<file path="src/hdl/cvp_pkg.sv">
// ============================================================================
// cvp_pkg
// Shared types and constants for the cylinder vertex pick block.
// ============================================================================
package cvp_pkg;

	localparam int VTX_W    = 32;
	localparam int IDX_W    = 20;
	localparam int AXIS_W   = 18;
	localparam int RAD_W    = 63;
	localparam int APB_DW   = 64;
	localparam int APB_AW   = 6;
	localparam int REG_LSB  = 3;

	typedef enum logic [2:0] {
		REG_ORIGIN_X  = 3'd0,
		REG_ORIGIN_Y  = 3'd1,
		REG_ORIGIN_Z  = 3'd2,
		REG_AXIS_DX   = 3'd3,
		REG_AXIS_DY   = 3'd4,
		REG_AXIS_DZ   = 3'd5,
		REG_RADIUS_SQ = 3'd6
	} cvp_reg_t;

	typedef struct packed {
		logic signed [VTX_W-1:0]  origin_x;
		logic signed [VTX_W-1:0]  origin_y;
		logic signed [VTX_W-1:0]  origin_z;
		logic signed [AXIS_W-1:0] axis_dx;
		logic signed [AXIS_W-1:0] axis_dy;
		logic signed [AXIS_W-1:0] axis_dz;
		logic [RAD_W-1:0]         radius_sq;
	} cvp_cfg_t;

	localparam cvp_cfg_t CFG_RESET = '{
		origin_x:  '0,
		origin_y:  '0,
		origin_z:  '0,
		axis_dx:   '0,
		axis_dy:   '0,
		axis_dz:   18'sd65536,
		radius_sq: '0
	};

endpackage

</file>
<file path="src/hdl/cvp_cfg_regs.sv">
// ============================================================================
// cvp_cfg_regs
// APB register file holding the pick axis, origin and squared radius.
// ============================================================================
module cvp_cfg_regs
	import cvp_pkg::*;
(
	input  logic              clk,
	input  logic              arst_n,
	input  logic              psel,
	input  logic              penable,
	input  logic              pwrite,
	input  logic [APB_AW-1:0] paddr,
	input  logic [APB_DW-1:0] pwdata,
	output logic [APB_DW-1:0] prdata,
	output logic              pready,
	output cvp_cfg_t          cfg
);

	cvp_cfg_t cfg_q;
	cvp_reg_t reg_sel;
	logic     wr_en;

	assign reg_sel = cvp_reg_t'(paddr[APB_AW-1:REG_LSB]);
	assign wr_en   = psel & penable & pwrite;
	assign pready  = 1'b1;
	assign cfg     = cfg_q;

	always_ff @(posedge clk or negedge arst_n) begin
		if (!arst_n) begin
			cfg_q <= CFG_RESET;
		end else if (wr_en) begin
			unique case (reg_sel)
				REG_ORIGIN_X:  cfg_q.origin_x  <= pwdata[VTX_W-1:0];
				REG_ORIGIN_Y:  cfg_q.origin_y  <= pwdata[VTX_W-1:0];
				REG_ORIGIN_Z:  cfg_q.origin_z  <= pwdata[VTX_W-1:0];
				REG_AXIS_DX:   cfg_q.axis_dx   <= pwdata[AXIS_W-1:0];
				REG_AXIS_DY:   cfg_q.axis_dy   <= pwdata[AXIS_W-1:0];
				REG_AXIS_DZ:   cfg_q.axis_dz   <= pwdata[AXIS_W-1:0];
				REG_RADIUS_SQ: cfg_q.radius_sq <= pwdata[RAD_W-1:0];
				default: begin
				end
			endcase
		end
	end

	always_comb begin
		unique case (reg_sel)
			REG_ORIGIN_X:  prdata = APB_DW'(cfg_q.origin_x);
			REG_ORIGIN_Y:  prdata = APB_DW'(cfg_q.origin_y);
			REG_ORIGIN_Z:  prdata = APB_DW'(cfg_q.origin_z);
			REG_AXIS_DX:   prdata = APB_DW'(cfg_q.axis_dx);
			REG_AXIS_DY:   prdata = APB_DW'(cfg_q.axis_dy);
			REG_AXIS_DZ:   prdata = APB_DW'(cfg_q.axis_dz);
			REG_RADIUS_SQ: prdata = APB_DW'(cfg_q.radius_sq);
			default:       prdata = '0;
		endcase
	end

endmodule

</file>
<file path="config.mk">
export PLATFORM = sky130hd
export DESIGN_NAME = cvp_cfg_regs
export DESIGN_NICKNAME = d
export VERILOG_FILES = /design/src/hdl/cvp_pkg.sv /design/src/hdl/cvp_cfg_regs.sv
export SDC_FILE = /design/constraint.sdc
export NUM_CORES = 1
export LEC_CHECK = 0
export BUFFER_PORTS_ARGS = -buffer_cell sky130_fd_sc_hd__buf_2
export CELL_PAD_IN_SITES_DETAIL_PLACEMENT = 1
export CELL_PAD_IN_SITES_GLOBAL_PLACEMENT = 2
export CORE_MARGIN = 2
export CORE_UTILIZATION = 29
export CTS_BUF_LIST = sky130_fd_sc_hd__clkbuf_8 sky130_fd_sc_hd__clkbuf_16
export CTS_CLUSTER_SIZE = 10
export DETAILED_ROUTE_END_ITERATION = 16
export MAX_ROUTING_LAYER = met4
export PLACE_DENSITY_LB_ADDON = 0.15
export SLEW_MARGIN = 5
export SYNTH_ARGS = -nofsm -noshare
export SYNTH_HDL_FRONTEND = slang
export SYNTH_SLANG_ARGS = --single-unit
</file>
<file path="constraint.sdc">
create_clock -name clk -period 1.1 [get_ports clk]
set_input_delay 0.055 -clock clk [delete_from_list [all_inputs] [get_ports clk]]
set_output_delay 0.055 -clock clk [all_outputs]
set_load 0.01 [all_outputs]
</file>
Word level (Yosys, flattened, before mapping) --
Index checks and enable logic that the tools add are counted.
Cells by class: equality and inequality tests 6, multiplexer cells 1, bitwise operators 2, reductions and logical operators 8
Operators with widths (count):
- 64-bit case mux with 7 select lines | 1
- 2-bit AND reduction | 7
- 3-bit equality test (second input constant) | 3
- 3-bit by 2-bit equality test with 1-bit output (second input constant) | 2
- 3-bit by 1-bit equality test with 1-bit output (second input constant) | 1
- 3-bit logical NOT | 1
- 1-bit AND | 2
Word-level totals: bits in registers 213, input port bits 75, output and inout port bits 278, logic and storage cells 24

Longest topological paths before layout --
depth after elaboration 3, mapped depth 7, depth with buffers taken out 4

Worst setup path before layout --
No wires, ideal clock.
kind input port to flip-flop, start input paddr[3], end register cfg_q (netlist bit cfg[88]), library setup time 0.125 ns, data arrival time 1.269 ns, data required time 0.975 ns, slack -0.294 ns, cell stages on the path 6, buffers on the path 2, path through buf_4 > inv_2 > nand4_2 > nor2_2 > buf_6 > mux2_2
Between the ends: longest elaborated chain between the ends 2
Ends and longest elaborated chain:
- start: declaration | RTL line cvp_cfg_regs.sv:13 | input logic [APB_AW-1:0] paddr,
- 3-bit equality test | RTL line cvp_cfg_regs.sv:33 | unique case (reg_sel)
- 2-bit AND reduction (no line)
- end: declaration | RTL line cvp_cfg_regs.sv:20 | cvp_cfg_t cfg_q;
Every way passes these cells. A chain may end at the register's enable or synchronous reset.

Final worst setup path --
start register cfg_q (netlist bit cfg[212]), end output prdata[31]
Between the ends: longest elaborated chain between the ends 1
Ends and longest elaborated chain:
- 64-bit case mux with 7 select lines | RTL line cvp_cfg_regs.sv:48 | unique case (reg_sel)
- end: declaration | RTL line cvp_cfg_regs.sv:15 | output logic [APB_DW-1:0] prdata,
Every way passes these cells.

==> qor.yml <==
cts:
  worstSkewPairLatency_ps: 530
  clockBufferDepth: 3
  cts_tree: "done"
  cts_root_buffer: "clkbuf_16"
  clk_pin_slew_ps: 50
  cts_made_buffers: 27
  ctsHtreeMaxLevel: 1
  clock_sinks: 213
setup_path:
  cp_max_fo: 5
  critical_path_class: "reg -> out"
  required_ps: 1040
  arrival_ps: 1960
  r2r_slack_ps: -320
  endpoint_kind: "primary output"
  cp-start-kind: "flop"
power:
  p_per_area_mw_per_mm2: 1730
  p_sw_uw: 9336
  p_leak_uw: 0.008769
  pwr-share-clk_pct: 26.7
  seqPwrFrac_pct: 34.8
  power_switching_share_pct: 30.38
  p_int_uw: 21400
  pwr-share-comb_pct: 38.5
  ir_worst_vdd_mv: 1.213
placed_design:
  dpl_cell_area_mm2: 0.01430
  place_congestion: 0.7819
  dp_slack_ps: -372.8
  port_buffers: 347
  dp_hpwl_um: 27480
flow_run:
  maxCapViolations: 0
sta:
  rsz0062_at_grt: "yes"
  period_share_pct: 183.2
  slew-limit-headroom_pct: 64.49
  maxSlewViolCount: 0
  finalSetupViolCount: 278
  fin_crit_ps: 2015
  final_hold_viol_count: 0
  setup_ws_ps: -915.3
  fmax_mhz: 496.2
  skew_ps: 0
  worst_slew_pin_slew_ps: 532.7
synthesis:
  syn_area_per_cell_um2: 12.86
  ys_seq_elements: 213
  synth_warnings: 0
  synth_edf_count: 0
  yosys-top-cells-area: "dfrtp_1, mux2_2, mux2i_1, nand2_1, buf_4"
  ys_seq_area_share_pct: 54.50
  synth_top_area_share_pct: 54.23
  synthArstFlopShare_pct: 100.0
  synth_area_mm2: 0.009783
  synthCells: 761
  synth_top_area_cell: "dfrtp_1"
  yosysUniqueCellTypes: 34
  syn_nets: 836
  ys_dominant_reg_cell: "dfrtp_1"
floorplanning:
  core_area_mm2: 0.03336
  num_rows: 67
  die_h_um: 187.7
  dieArea_mm2: 0.03522
  start_util_pct: 29.32
  dieWidth_um: 187.7
  ios: 353
route:
  wl_per_cell_um: 21.99
  drtIter0Drc: 360
  vias: 8762
  drc_errors: 0
  ant_nets: 0
  routed_wl_um: 40800
  via_per_inst: 4.723
  drtPass1Iterations: 4
outcome:
  status: "finished with violations"
  violations: "negative setup slack"
finish:
  layout.cells.most_common: "buf_6"
  largest_register_ffs: 213
  fill_cells: 3459
  ff_latch_area_mm2: 0.005331
  final_cell_mix: "buf_6, dfrtp_1, buf_2"
  finalInstanceArea_mm2: 0.01777
  drive_above_1_share_pct: 64.13
  nets: 1463
  multiInputGateArea_mm2: 0.005027
  syn_to_final_growth_pct: 81.60
  post-route-util_pct: 53.25
global_routing:
  antenna_found_initial: 2
  grt_max_degree: 50
  grt_use_total_pct: 22.95
  grt_pass1_vias: 9685
  overflow: 0
  grt_pass1_wl_um: 60580
min_path:
  hp-class: "in -> async"
-- cell type report --
cell class                 count  share of cell area (%)
timing repair buffer         651                   33.78
sequential                   213                   30.01
multi-input combinational    492                   28.30
clock buffer                  34                   4.345
tap                          448                   3.155
clock inverter                12                  0.2747
inverter                       3                  0.1056
antenna                        2                 0.02817
-- repair_timing --
action	in CTS	in global routing
hold endpoints to repair	426	0
setup buffers	54	77
pin swaps	6	10
resized for setup	242	115
cloned	1	4
hold buffers	64	0
setup endpoints to repair	277	278
-- power by group through the flow --
stage	sequential, µW	clock (µW)	combinational (µW)
after global placement	10600	0	8690
final	10700	8220	11800
after global routing	10900	8770	12600
after detailed placement	10600	0	8810
after floorplan	11300	0	3440
after CTS	10600	8460	10800
-- per-stage QoR --
stage               cells  hold WS [ps]  TNS (ps)  total power, µW
CTS                  1809         88.11    -66760            29920
finish               1855         63.30    -62200            30730
global placement     1677         33.12    -80890            19260
detailed placement   1677         40.36    -84040            19440
global route         1855         97.01    -76100            32220
floorplan             761        -240.6    -45540            14710
-- cell usage after synthesis, types with 14 or more instances --
master / count
buf_4: 21
buf_2: 20
nor2_1: 34
a211oi_1: 17
mux2_2: 206
a221oi_1: 16
a31oi_1: 14
dfrtp_1: 212
mux2i_1: 50
o211ai_1: 14
a21oi_1: 17
nand2_1: 81
-- worst paths after layout --
check / cells after the start / from / endpoint
max in group asynchronous: 3 / arst_n / cfg[133]$_DFFE_PN0P_
worst max register to register: 7 / cfg[80]$_DFFE_PN0P_ / cfg[80]$_DFFE_PN0P_
min in group clk: 5 / penable / cfg[93]$_DFFE_PN0P_
worst min register to register: 1 / cfg[58]$_DFFE_PN0P_ / cfg[58]$_DFFE_PN0P_
worst min-delay path: 2 / arst_n / cfg[71]$_DFFE_PN0P_
worst max-delay path: 7 / cfg[212]$_DFFE_PN0P_ / prdata[31]
-- layer usage --
layer,GRT usage [%],up-vias,part of all wire [%]
met2,38.90,242,51
met3,3.275,61,3.8
met1,28.70,4483,43
met4,6.239,0,2.8
li1,-,3976,-
met5,-,-,0
-- logic make-up (layout without fill, tap and decap cells) --
logic type | Yosys count | in the layout | synth area share, %
mux | 263 | 263 | 29.63
compound gates | 83 | 83 | 5.973
simple gates | 145 | 145 | 6.574
other cells | 1 | 3 | 0.03833
flops | 213 | 213 | 54.50
buf+inv | 56 | 700 | 3.287
-- worst max-delay path, cell delays in order, from the launching register on --
cell and delay [ps]:
dfrtp_1 370, mux2i_1 70, o21ai_0 360, a21boi_4 110, buf_12 160, clkbuf_16 160, nand2_1 70, buf_2 130
Power figures use the tool's default switching activity.
